$ cat config.mk
export PLATFORM = sky130hd
export DESIGN_NAME = two_button_fan_speed_control_unit
export DESIGN_NICKNAME = d
export VERILOG_FILES = /design/src/hdl/fsc_pkg.sv /design/src/hdl/fsc_debounce.sv /design/src/hdl/fsc_cfg_regs.sv /design/src/hdl/fsc_core.sv /design/src/hdl/two_button_fan_speed_control_unit.sv
export SDC_FILE = /design/constraint.sdc
export NUM_CORES = 1
export LEC_CHECK = 0
export BUFFER_PORTS_ARGS = -buffer_cell sky130_fd_sc_hd__buf_2
export CAP_MARGIN = 30
export CORE_ASPECT_RATIO = 1.2
export CORE_MARGIN = 10
export CORE_UTILIZATION = 55
export DETAILED_ROUTE_END_ITERATION = 16
export GPL_ROUTABILITY_DRIVEN = 0
export MAX_ROUTING_LAYER = met4
export PLACE_DENSITY_LB_ADDON = 0.25
export SLEW_MARGIN = 15
export SYNTH_ARGS = -nofsm -noshare
export SYNTH_HDL_FRONTEND = slang
export SYNTH_SLANG_ARGS = --single-unit
$ cat constraint.sdc
create_clock -name clk -period 23.2 [get_ports clk]
set_input_delay 1.16 -clock clk [delete_from_list [all_inputs] [get_ports clk]]
set_output_delay 1.16 -clock clk [all_outputs]
set_load 0.02 [all_outputs]
$ cat src/hdl/fsc_pkg.sv
// ----------------------------------------------------------------------------
// fsc_pkg: shared types and constants of the two-button fan speed control
// Configuration layout, register indexes, button status and result records,
// and the speed to PWM compare conversion.
// ----------------------------------------------------------------------------
package fsc_pkg;

	localparam int TIME_BITS_DEF = 32;
	localparam int CFG_IDX_W     = 3;
	localparam int CFG_DATA_W    = 16;
	localparam int RUN_W         = 16;
	localparam int SPEED_W       = 7;
	localparam int STEP_W        = 6;
	localparam int PWM_W         = 16;
	localparam int PHASE_W       = 16;

	localparam logic [SPEED_W-1:0] SPEED_RESET = 7'd100;
	localparam logic [SPEED_W:0]   SPEED_TOP   = 8'd100;
	localparam logic [RUN_W-1:0]   RUN_MAX     = 16'hFFFF;

	// Register indexes of the configuration port
	typedef enum logic [CFG_IDX_W-1:0] {
		CFG_ACTIVE_HIGH   = 3'd0,
		CFG_DEBOUNCE      = 3'd1,
		CFG_STEP_SIZE     = 3'd2,
		CFG_MIN_SPEED     = 3'd3,
		CFG_MAX_SPEED     = 3'd4,
		CFG_HOLD_DELAY    = 3'd5,
		CFG_REPEAT_PERIOD = 3'd6
	} cfg_idx_t;

	typedef struct packed {
		logic               active_high;
		logic [RUN_W-1:0]   debounce_count;
		logic [STEP_W-1:0]  step_size;
		logic [SPEED_W-1:0] min_speed;
		logic [SPEED_W-1:0] max_speed;
		logic [15:0]        hold_delay_ms;
		logic [PHASE_W-1:0] repeat_period_ms;
	} cfg_t;

	localparam cfg_t CFG_RESET = '{
		active_high:      1'b1,
		debounce_count:   16'd0,
		step_size:        6'd5,
		min_speed:        7'd5,
		max_speed:        7'd100,
		hold_delay_ms:    16'd1000,
		repeat_period_ms: 16'd500
	};

	// Per-button debounce outcome of one tick
	typedef struct packed {
		logic on;        // qualified pressed state after this tick
		logic fresh;     // press accepted this tick
		logic released;  // release accepted this tick
	} btn_stat_t;

	// Result of one tick before the PWM conversion
	typedef struct packed {
		logic [SPEED_W-1:0] speed;
		logic               down_held;
		logic               up_held;
		logic               changed;
	} result_t;

	// floor(65535 * s / 100) = 655 * s + floor(7 * s / 20); the second term
	// uses the reciprocal 22939 / 2^16, exact for every speed up to 127.
	function automatic logic [PWM_W-1:0] pwm_of(input logic [SPEED_W-1:0] s);
		logic [PWM_W-1:0] base;
		logic [21:0]      frac;
		base = PWM_W'({9'd0, s} * 16'd655);
		frac = {15'd0, s} * 22'd22939;
		return base + PWM_W'(frac[21:16]);
	endfunction

endpackage

$ cat src/hdl/fsc_debounce.sv
// ----------------------------------------------------------------------------
// fsc_debounce: run-count debounce of one button
// Counts press and release runs, qualifies them against the debounce limit
// and keeps the time stamp of the accepted press.
// ----------------------------------------------------------------------------
module fsc_debounce #(
	parameter int TIME_BITS = fsc_pkg::TIME_BITS_DEF
) (
	input  logic                      clk,
	input  logic                      arst_n,
	input  logic                      en,
	input  logic                      pressed,
	input  logic [fsc_pkg::RUN_W-1:0] debounce_count,
	input  logic [TIME_BITS-1:0]      time_now,
	output fsc_pkg::btn_stat_t        stat,
	output logic [TIME_BITS-1:0]      press_start
);

	logic [fsc_pkg::RUN_W-1:0] press_run_q, release_run_q;
	logic [fsc_pkg::RUN_W-1:0] press_run_n, release_run_n;
	logic                      on_q;
	logic [TIME_BITS-1:0]      press_start_q;

	// Saturating run counts and acceptance
	always_comb begin
		stat = '0;
		if (pressed) begin
			press_run_n   = (press_run_q == fsc_pkg::RUN_MAX) ? press_run_q
			                : press_run_q + 1'b1;
			release_run_n = '0;
			stat.fresh    = (press_run_n >= debounce_count) && !on_q;
		end else begin
			press_run_n   = '0;
			release_run_n = (release_run_q == fsc_pkg::RUN_MAX) ? release_run_q
			                : release_run_q + 1'b1;
			stat.released = (release_run_n >= debounce_count) && on_q;
		end
		stat.on = (on_q || stat.fresh) && !stat.released;
		if (stat.fresh) begin
			press_start = time_now;
		end else if (stat.released) begin
			press_start = '0;
		end else begin
			press_start = press_start_q;
		end
	end

	// Commit on each tick
	always_ff @(posedge clk or negedge arst_n) begin
		if (!arst_n) begin
			press_run_q   <= '0;
			release_run_q <= '0;
			on_q          <= 1'b0;
			press_start_q <= '0;
		end else if (en) begin
			press_run_q   <= press_run_n;
			release_run_q <= release_run_n;
			on_q          <= stat.on;
			press_start_q <= press_start;
		end
	end

endmodule

$ cat src/hdl/fsc_cfg_regs.sv
// ----------------------------------------------------------------------------
// fsc_cfg_regs: configuration register file
// Write-only registers loaded by index from the configuration port.
// ----------------------------------------------------------------------------
module fsc_cfg_regs (
	input  logic                           clk,
	input  logic                           arst_n,
	input  logic                           cfg_we,
	input  logic [fsc_pkg::CFG_IDX_W-1:0]  cfg_index,
	input  logic [fsc_pkg::CFG_DATA_W-1:0] cfg_wdata,
	output fsc_pkg::cfg_t                  cfg
);

	fsc_pkg::cfg_t cfg_q;

	assign cfg = cfg_q;

	// Decode the index and load the addressed field
	always_ff @(posedge clk or negedge arst_n) begin
		if (!arst_n) begin
			cfg_q <= fsc_pkg::CFG_RESET;
		end else if (cfg_we) begin
			unique case (cfg_index)
				fsc_pkg::CFG_ACTIVE_HIGH:   cfg_q.active_high      <= cfg_wdata[0];
				fsc_pkg::CFG_DEBOUNCE:      cfg_q.debounce_count   <= cfg_wdata;
				fsc_pkg::CFG_STEP_SIZE:     cfg_q.step_size        <= cfg_wdata[5:0];
				fsc_pkg::CFG_MIN_SPEED:     cfg_q.min_speed        <= cfg_wdata[6:0];
				fsc_pkg::CFG_MAX_SPEED:     cfg_q.max_speed        <= cfg_wdata[6:0];
				fsc_pkg::CFG_HOLD_DELAY:    cfg_q.hold_delay_ms    <= cfg_wdata;
				fsc_pkg::CFG_REPEAT_PERIOD: cfg_q.repeat_period_ms <= cfg_wdata;
				default: begin
				end
			endcase
		end
	end

endmodule

$ cat src/hdl/fsc_core.sv
// ----------------------------------------------------------------------------
// fsc_core: per-tick speed control logic
// Time base, both debouncers, release stamps, repeat phase and the bounded
// down and up speed steps of one tick.
// ----------------------------------------------------------------------------
module fsc_core #(
	parameter int TIME_BITS = fsc_pkg::TIME_BITS_DEF
) (
	input  logic             clk,
	input  logic             arst_n,
	input  logic             en,
	input  logic             down_level,
	input  logic             up_level,
	input  fsc_pkg::cfg_t    cfg,
	output fsc_pkg::result_t result
);

	logic [TIME_BITS-1:0]        time_q, time_n;
	logic [fsc_pkg::SPEED_W-1:0] speed_q, speed_a, speed_n;
	logic [TIME_BITS-1:0]        rel_stamp_q [2];
	logic [TIME_BITS-1:0]        rel_stamp_n [2];
	logic [TIME_BITS-1:0]        stamp0_a;
	logic [fsc_pkg::PHASE_W-1:0] phase_q, phase_n;
	logic [fsc_pkg::PHASE_W:0]   phase_inc;
	fsc_pkg::btn_stat_t          dn_stat, up_stat;
	logic [TIME_BITS-1:0]        dn_start, up_start;
	logic [TIME_BITS-1:0]        dn_elapsed, up_elapsed;
	logic                        both_off, rel_dn, rel_up, rep_dn, rep_up;
	logic                        do_dn, do_up, dn_ok, up_ok;
	logic [fsc_pkg::SPEED_W:0]   dn_diff, up_sum;
	logic [TIME_BITS-1:0]        hold_ext;

	assign time_n   = time_q + 1'b1;
	assign hold_ext = TIME_BITS'(cfg.hold_delay_ms);

	fsc_debounce #(.TIME_BITS(TIME_BITS)) u_dn (
		.clk            (clk),
		.arst_n         (arst_n),
		.en             (en),
		.pressed        (down_level == cfg.active_high),
		.debounce_count (cfg.debounce_count),
		.time_now       (time_n),
		.stat           (dn_stat),
		.press_start    (dn_start)
	);

	fsc_debounce #(.TIME_BITS(TIME_BITS)) u_up (
		.clk            (clk),
		.arst_n         (arst_n),
		.en             (en),
		.pressed        (up_level == cfg.active_high),
		.debounce_count (cfg.debounce_count),
		.time_now       (time_n),
		.stat           (up_stat),
		.press_start    (up_start)
	);

	// Restart the repeat phase on a fresh press, else wrap at the period
	always_comb begin
		phase_inc = {1'b0, phase_q} + 1'b1;
		if (dn_stat.fresh || up_stat.fresh || phase_inc >= {1'b0, cfg.repeat_period_ms}) begin
			phase_n = '0;
		end else begin
			phase_n = phase_inc[fsc_pkg::PHASE_W-1:0];
		end
	end

	// Pick the steps: release steps with both off, repeat with one held
	always_comb begin
		rel_stamp_n[0] = dn_stat.released ? time_n : rel_stamp_q[0];
		rel_stamp_n[1] = up_stat.released ? time_n : rel_stamp_q[1];
		both_off       = !dn_stat.on && !up_stat.on;
		rel_dn         = both_off && (rel_stamp_n[0] > rel_stamp_n[1]);
		stamp0_a       = rel_dn ? '0 : rel_stamp_n[0];
		rel_up         = both_off && (stamp0_a < rel_stamp_n[1]);
		dn_elapsed     = time_n - dn_start;
		up_elapsed     = time_n - up_start;
		rep_dn         = dn_stat.on && !up_stat.on && (dn_elapsed > hold_ext) && (phase_n == '0);
		rep_up         = !dn_stat.on && up_stat.on && (up_elapsed > hold_ext) && (phase_n == '0);
		do_dn          = rel_dn || rep_dn;
		do_up          = rel_up || rep_up;
	end

	// Bounded down step, then bounded up step on its outcome
	always_comb begin
		dn_diff = {1'b0, speed_q} - {2'b0, cfg.step_size};
		dn_ok   = do_dn && !dn_diff[fsc_pkg::SPEED_W]
		          && (dn_diff[fsc_pkg::SPEED_W-1:0] >= cfg.min_speed);
		speed_a = dn_ok ? dn_diff[fsc_pkg::SPEED_W-1:0] : speed_q;
		up_sum  = {1'b0, speed_a} + {2'b0, cfg.step_size};
		up_ok   = do_up && (up_sum <= {1'b0, cfg.max_speed}) && (up_sum <= fsc_pkg::SPEED_TOP);
		speed_n = up_ok ? up_sum[fsc_pkg::SPEED_W-1:0] : speed_a;

		result.speed     = speed_n;
		result.down_held = dn_stat.on;
		result.up_held   = up_stat.on;
		result.changed   = dn_ok || up_ok;
	end

	// Commit the tick
	always_ff @(posedge clk or negedge arst_n) begin
		if (!arst_n) begin
			time_q         <= '0;
			speed_q        <= fsc_pkg::SPEED_RESET;
			rel_stamp_q[0] <= '0;
			rel_stamp_q[1] <= '0;
			phase_q        <= '0;
		end else if (en) begin
			time_q         <= time_n;
			speed_q        <= speed_n;
			rel_stamp_q[0] <= stamp0_a;
			rel_stamp_q[1] <= rel_up ? '0 : rel_stamp_n[1];
			phase_q        <= phase_n;
		end
	end

endmodule

$ cat src/hdl/two_button_fan_speed_control_unit.sv
// ----------------------------------------------------------------------------
// two_button_fan_speed_control_unit: fan speed from two debounced buttons
// Top level with the stream ports, input stage and result register.
// ----------------------------------------------------------------------------
// Each input beat is one millisecond tick with the down and up button levels;
// each tick yields exactly one result beat with the speed, its PWM compare
// value and the qualified button states. The block takes one beat per clock
// while m_axis_tready does not stall the result register; each accepted beat
// passes through the input register, then the single-pass tick logic into the
// result register, and the rate is set by that tick logic, which finishes a
// whole tick in a single pass. A result waiting on m_axis_tready stops the
// tick in the input stage, and then no further input beat is accepted.
// Configuration writes are expected only while no tick is in flight.
module two_button_fan_speed_control_unit #(
	parameter int TIME_BITS = fsc_pkg::TIME_BITS_DEF
) (
	input  logic                           clk,
	input  logic                           arst_n,
	// configuration
	input  logic                           cfg_we,
	input  logic [fsc_pkg::CFG_IDX_W-1:0]  cfg_index,
	input  logic [fsc_pkg::CFG_DATA_W-1:0] cfg_wdata,
	// input ticks
	input  logic                           s_axis_tvalid,
	output logic                           s_axis_tready,
	input  logic [7:0]                     s_axis_tdata,  // [0] down_level, [1] up_level
	// results
	output logic                           m_axis_tvalid,
	input  logic                           m_axis_tready,
	output logic [31:0]                    m_axis_tdata   // [6:0] speed_percent,
	                                                      // [22:7] pwm_compare,
	                                                      // [23] down_held, [24] up_held,
	                                                      // [25] speed_changed
);

	fsc_pkg::cfg_t    cfg;
	fsc_pkg::result_t result_n, result_q;
	logic             valid_s1, down_s1, up_s1;
	logic             out_valid_q;
	logic             advance, in_beat;

	fsc_cfg_regs u_cfg (
		.clk       (clk),
		.arst_n    (arst_n),
		.cfg_we    (cfg_we),
		.cfg_index (cfg_index),
		.cfg_wdata (cfg_wdata),
		.cfg       (cfg)
	);

	fsc_core #(.TIME_BITS(TIME_BITS)) u_core (
		.clk        (clk),
		.arst_n     (arst_n),
		.en         (advance),
		.down_level (down_s1),
		.up_level   (up_s1),
		.cfg        (cfg),
		.result     (result_n)
	);

	// Move a tick into the result register when that register frees up
	assign advance       = valid_s1 && (!out_valid_q || m_axis_tready);
	assign s_axis_tready = !valid_s1 || advance;
	assign in_beat       = s_axis_tvalid && s_axis_tready;

	// Input stage
	always_ff @(posedge clk or negedge arst_n) begin
		if (!arst_n) begin
			valid_s1 <= 1'b0;
		end else if (in_beat) begin
			valid_s1 <= 1'b1;
		end else if (advance) begin
			valid_s1 <= 1'b0;
		end
	end

	always_ff @(posedge clk) begin
		if (in_beat) begin
			down_s1 <= s_axis_tdata[0];
			up_s1   <= s_axis_tdata[1];
		end
	end

	// Result register: hold until the beat is taken
	always_ff @(posedge clk or negedge arst_n) begin
		if (!arst_n) begin
			out_valid_q <= 1'b0;
		end else if (advance) begin
			out_valid_q <= 1'b1;
		end else if (m_axis_tready) begin
			out_valid_q <= 1'b0;
		end
	end

	always_ff @(posedge clk) begin
		if (advance) begin
			result_q <= result_n;
		end
	end

	assign m_axis_tvalid = out_valid_q;
	assign m_axis_tdata  = {6'd0, result_q.changed, result_q.up_held, result_q.down_held,
	                        fsc_pkg::pwm_of(result_q.speed), result_q.speed};

endmodule

After elaboration in Yosys (flattened, before gate mapping)
Cells that the tools add are included.
{"block": "totals", "rom_bits": 0, "mem_count": 0, "regBits": 332, "output_inout_bits": 34, "elab_cells": 142, "mem_bits_rw": 0, "input_bits": 32, "latch_bits": 0}
{"block": "classes", "mux": 27, "n_eq_ne": 12, "n_reduce_logical": 50, "bitwise_logic": 0, "mul": 2, "add_sub_neg": 11, "n_div": 0, "n_lt_le_gt_ge": 12, "shifts": 0}
{"op": "32-bit two-way mux", "n": 8}
{"op": "16-bit two-way mux", "n": 9}
{"op": "16-bit by 1-bit adder with 16-bit output, second input constant", "n": 4}
{"op": "16-bit equality test, second input constant", "n": 4}
{"op": "16-bit greater-or-equal comparator", "n": 4}
{"op": "32-bit by 16-bit > comparator with 1-bit output", "n": 2}
{"op": "32-bit subtractor", "n": 2}
{"op": "32-bit by 1-bit adder with 32-bit output, second input constant", "n": 1}
{"op": "32-bit > comparator", "n": 1}
{"op": "32-bit less-than comparator", "n": 1}
{"op": "7-bit by 15-bit multiplier with 22-bit output, second input constant", "n": 1}
{"op": "1-bit logical AND", "n": 21}
{"op": "16-bit by 1-bit adder with 17-bit output, second input constant", "n": 1}
{"op": "17-bit by 16-bit greater-or-equal comparator with 1-bit output", "n": 1}
{"op": "16-bit by 6-bit adder with 16-bit output", "n": 1}
{"op": "16-bit zero test", "n": 1}
{"op": "7-bit by 10-bit multiplier with 16-bit output, second input constant", "n": 1}
{"op": "7-bit two-way mux", "n": 2}
{"op": "2-bit AND reduction", "n": 7}
{"op": "3-bit equality test, second input constant", "n": 3}
{"op": "1-bit zero test", "n": 9}
{"op": "1-bit logical OR", "n": 9}
{"op": "7-bit by 6-bit adder with 8-bit output", "n": 1}
{"op": "8-bit by 7-bit <= comparator with 1-bit output", "n": 1}
{"op": "other kinds (9)", "n": 19}

Logic depth before layout (Yosys ltp)
{"block": "logic_depth", "ltp_word": 20, "depth_mapped": 69, "depth_no_buf": 65}

Modules after synthesis
Synthesis repeated with hierarchy kept, for this count alone.
{"block": "hier_totals", "cells_unflattened": 3392, "area_unflattened_um2": 29837.4}
{"mod": "fsc_core", "n_inst": 1, "area_per_inst_um2": 14345.0, "cells_per_inst": 1804, "seq_area_each_um2": 2981.6}
{"mod": "fsc_debounce", "n_inst": 2, "area_per_inst_um2": 4698.3, "cells_per_inst": 548, "seq_area_each_um2": 1626.6}
{"mod": "two_button_fan_speed_control_unit", "n_inst": 1, "area_per_inst_um2": 3385.7, "cells_per_inst": 340, "seq_area_each_um2": 410.4}
{"mod": "fsc_cfg_regs", "n_inst": 1, "area_per_inst_um2": 2710.1, "cells_per_inst": 152, "seq_area_each_um2": 1751.7}

Worst setup path after synthesis
OpenSTA, ideal clock, no wires.
{"block": "synth_timing", "kind": "register to register", "start": "register u_core.u_dn.release_run_q[3] (netlist bit)", "end": "register u_core.speed_q[0] (netlist bit)", "n_path_buf": 5, "required_time_ps": 23075, "setup_ps": 125, "period_less_slack_ps": 12421, "stages_incl_launch_ff": 65, "slack_ps": 10779, "arrival_ps": 12296, "cell_sequence": "dfrtp_1 clkbuf_1 and3_1 and4_1 and4_1 and3_1 nand2_1 or2_2 clkbuf_1 and2_1 clkbuf_1 and4_1 xor2_1 ha_1 a21oi_1 nor2_1 nor3_2 o211a_1 [... 29 more ...] fa_1 a21oi_1 nor2_1 nor2_1 o21bai_1 a21oi_1 xor2_1 xnor2_1 inv_1 ha_1 a21oi_1 a41oi_1 nor2_1 o41a_1 o2111a_1 nor2_2 mux2_2 mux2_2"}
{"item": "start: declaration", "line_no": "fsc_debounce.sv:19", "text": "logic [fsc_pkg::RUN_W-1:0] press_run_q, release_run_q;"}
{"item": "start signal: assignment", "line_no": "fsc_debounce.sv:57", "text": "release_run_q <= release_run_n;"}
{"item": "end signal: assignment", "line_no": "fsc_core.sv:104", "text": "speed_q <= fsc_pkg::SPEED_RESET;"}
{"item": "end signal: assignment", "line_no": "fsc_core.sv:110", "text": "speed_q <= speed_n;"}
{"item": "end: declaration", "line_no": "fsc_core.sv:19", "text": "logic [fsc_pkg::SPEED_W-1:0] speed_q, speed_a, speed_n;"}

==> reports/qor.txt <==
Outcome -> completed
Gr ovfl total -> 0
Tcrit/Tclk final -> 63.4%
DRT Pass-1 Iters -> 6
P&R area growth vs syn -> 7.52%
Critical path class -> register to register
Width of the die -> 227 microns
Hpwl dp -> 52700 microns
Critical Path AT -> 15150 ps
Initial antenna violation count -> 0
Worst hold path startpoint -> u_core.rel_stamp_q[9]$_DFFE_PN0P_
Worst VDD drop -> 0.000186 V
IO buf count -> 53
Area of the core -> 51200 sq um
Filler cell count -> 4375
Total clock buffers created by CTS -> 40
Final #Nets -> 3649
Final-report max-slew violation count -> 0
Final WL -> 71900 microns
CTS tree -> yes
Largest net degree at the start of global routing -> 154
Min cycle time layout -> 14710 ps
CP Launch Type -> register
Slew HR -> 38.2%
#FFs+latches synth -> 332
Seq/Total Area, Yosys -> 29.6%
Vias per inst -> 6.07
Max Cap Viol -> 0
Post-Syn Area per Cell -> 8.79 sq um
Most frequent CP cell -> a21oi_1
Die area -> 61000 sq um
Synthesized cell area -> 28300 sq um
Final setup viols -> 0
Top FF cell, synth -> dfrtp_1
Clk sinks -> 332
CP Launch Point -> u_core.u_dn.press_run_q[3]$_DFFE_PN0P_
CP Data Required Time -> 23640 ps
CP max-delay cell -> o31ai_1
Worst Skew -> 43.2 ps
Max frequency -> 68.0 MHz
CTS resizes -> 0
Initial Util -> 55.3%
RR Startpoint -> u_core.u_dn.press_run_q[3]$_DFFE_PN0P_
CTS Buffer Depth -> 3
Diode count -> 0
Placement Rows -> 91
Total track usage -> 24.3%
Worst Tran Pin Value -> 927 ps
DR iter-0 viols -> 1525
Critical Path Fanout Max -> 42
CTS Hold Buffers Added -> 0
CP bufs+invs -> 4
Netlist cell types -> 101
Fraction of registers with async set/reset -> 96.4%
Ys Warns -> 0
Fin. Hold Viols -> 0
Chip height -> 269 microns
Leakage -> 15.0 nW
Root Buffer -> clkbuf_16
Crit end category -> register
Count of flip-flops with a built-in enable after synthesis -> 12
RSZ-0062 raised after global routing -> false
Setup Buffers After CTS -> 0
Final setup TNS -> 0 ps
Drt wl/cell -> 18.4 microns
Global-route wire length before repair -> 118000 microns
Top cell family by delay on the critical path -> compound AO/OA/AOI/OAI gates
DRC errors left -> 0
Post-DRT Antenna Nets -> 0
CP peak stage delay -> 550 ps
Hold slack final -> 468 ps
H-tree levels -> 2
Post-Syn Instances -> 3225
Via count -> 23700
Worst-path clk slew -> 60 ps
Pwr Density -> 94.9 nW/um^2
Clk_lat worst skew -> 590 ps
Hold Crit Class -> register to register
Share of layout cells above drive strength 1 -> 9.54%
I/O Pins -> 66
Vias in the first global route -> 23800
## stage by stage
step                instances  util (%)  cell area, sq um  total power, W  worst slack [ps]
finish                   3902      59.5             30500         0.00289              8490
floorplan                3230         -             28400         0.00186             10780
global route             3902      59.5             30500         0.00314              7450
CTS                      3895      59.4             30400         0.00290              8720
detailed placement       3821      56.8             29100         0.00226              8870
global placement         3821      56.8             29100         0.00219              9240
## Yosys cell counts (all sizes together), types with 7 or more instances
| master | instances | area [sq um] |
|---|---|---|
| o21ai | 246 | 1230 |
| nand4 | 48 | 315 |
| xnor2 | 116 | 1040 |
| nand2 | 418 | 1580 |
| a22o | 49 | 429 |
| clkbuf | 109 | 429 |
| inv | 218 | 818 |
| edfxtp | 12 | 360 |
| nor3b | 36 | 270 |
| nand3 | 68 | 363 |
| o21bai | 13 | 97.6 |
| a31oi | 22 | 138 |
| dfstp | 23 | 604 |
| o211ai | 17 | 128 |
| xor2 | 75 | 664 |
| or3 | 19 | 134 |
| buf | 27 | 158 |
| nor4 | 18 | 128 |
| a21oi | 173 | 870 |
| and4 | 12 | 105 |
| nor2b | 28 | 175 |
| mux2 | 78 | 908 |
| fa | 38 | 761 |
| dfrtp | 297 | 7430 |
| or2 | 15 | 93.8 |
| a211oi | 20 | 175 |
| and2 | 43 | 269 |
| o2111ai | 7 | 61.3 |
| and3 | 37 | 231 |
| mux2i | 26 | 260 |
| ha | 360 | 4500 |
| nor3 | 47 | 274 |
| o31a | 7 | 63.8 |
| nor2 | 176 | 666 |
| a22oi | 29 | 218 |
| o21a | 30 | 225 |
| a21o | 83 | 623 |
| nand2b | 38 | 238 |
| o31ai | 52 | 404 |
## cell families after synthesis
logic type | count (synthesis) | share of synthesized area [%]
AO/OA/AOI/OAI | 821 | 18.9
adder cells (fa/ha/maj) | 398 | 18.6
XOR/XNOR | 193 | 6.17
flip-flops | 332 | 29.6
buffers and inverters | 356 | 5.01
AND/OR/NAND/NOR | 1020 | 17.6
other | 1 | 0.0132
multiplexers | 104 | 4.12
## final cells by class
| cell class | count | area (sq um) | share of cell area [%] |
|---|---|---|---|
| Clock buffer | 55 | 1140 | 3.74 |
| Timing Repair Buffer | 84 | 519 | 1.70 |
| Inverter | 219 | 825 | 2.71 |
| Tap cell | 651 | 815 | 2.67 |
| Multi-Input combinational cell | 2542 | 18600 | 61.0 |
| Sequential cell | 332 | 8400 | 27.6 |
| Clock inverter | 19 | 180 | 0.591 |
## metal layers
layer  vias to the layer above  global-route usage [%]  wire [microns]
li1                      11500                       -               -
met1                     11500                    29.2           31200
met2                       567                    41.7           35200
met3                       149                    3.26            3370
met4                         0                    7.68            2090
met5                         -                       -               0
## path summary, 6_finish.rpt
kind,to,slack [ps],depth (start not counted)
worst max-delay path,u_core.speed_q[0]$_DFFE_PN0P_,8490,63
worst min-delay path,u_core.rel_stamp_q[9]$_DFFE_PN0P_,470,2
worst max register to register,u_core.speed_q[0]$_DFFE_PN0P_,8490,63
worst min register to register,u_core.rel_stamp_q[9]$_DFFE_PN0P_,470,2
max in group asynchronous,u_core.rel_stamp_q[31]$_DFFE_PN0P_,21180,2
min in group asynchronous,u_core.u_up.release_run_q[1]$_DFFE_PN0P_,610,1
## report_power, final
| part | total, W | leakage (nW) | internal (W) | switching [W] |
|---|---|---|---|---|
| clock | 0.000634 | 0.643 | 0.000361 | 0.000272 |
| combinational | 0.00157 | 9.96 | 0.000667 | 0.000902 |
| sequential | 0.000687 | 4.38 | 0.000634 | 0.0000530 |
| total | 0.00289 | 15.0 | 0.00166 | 0.00123 |
## worst register-to-register path: cells and delay by family, from the launching register on
family,cells,cell delay (ps)
simple gates,19,4070
mux,4,1150
fa+ha+maj,7,2120
flops,1,460
compound gates,25,5150
xor+xnor,4,810
buf+inv,4,750
## cells in the final DEF (no fill, tap or decap), types with 9 or more instances in the layout
master | synthesis | layout
ha_1 | 360 | 360
a21oi_1 | 172 | 171
nor3b_1 | 36 | 35
dfrtp_1 | 297 | 297
o21ai_0 | 236 | 236
nor2b_1 | 28 | 28
o21ai_1 | 9 | 9
or3_1 | 16 | 16
nand3_1 | 65 | 65
nor2_1 | 174 | 173
xnor2_1 | 113 | 113
and2_1 | 43 | 43
a31oi_1 | 22 | 21
buf_4 | 7 | 27
nand2b_1 | 38 | 38
and3_1 | 37 | 37
mux2i_1 | 26 | 26
o211ai_1 | 17 | 17
mux2_2 | 70 | 70
nand2_1 | 417 | 416
edfxtp_1 | 12 | 12
a211oi_1 | 18 | 17
fa_1 | 38 | 38
or2_2 | 14 | 14
o21a_1 | 30 | 30
a21o_1 | 83 | 83
buf_2 | 6 | 54
dfstp_2 | 23 | 23
a22oi_1 | 29 | 29
o31ai_1 | 51 | 51
inv_1 | 216 | 216
o21bai_1 | 13 | 13
nor3_1 | 43 | 43
nor4_1 | 17 | 17
xor2_1 | 74 | 74
a22o_1 | 49 | 49
and4_1 | 12 | 12
nand4_1 | 47 | 47
clkbuf_16 | 0 | 41
## sequential cells by signal (all words and copies together) (netlist names), 7 cells and up
register,cells
u_core.u_up.release_run_q,16
u_core.u_up.press_start_q,32
m_axis_tdata,10
u_core.u_dn.release_run_q,16
u_core.phase_q,16
u_core.speed_q,7
u_cfg.cfg,69
u_core.time_q,32
u_core.u_up.press_run_q,16
u_core.u_dn.press_run_q,16
u_core.u_dn.press_start_q,32
u_core.rel_stamp_q,64
Note: power is estimated with default switching activity, not from simulation.
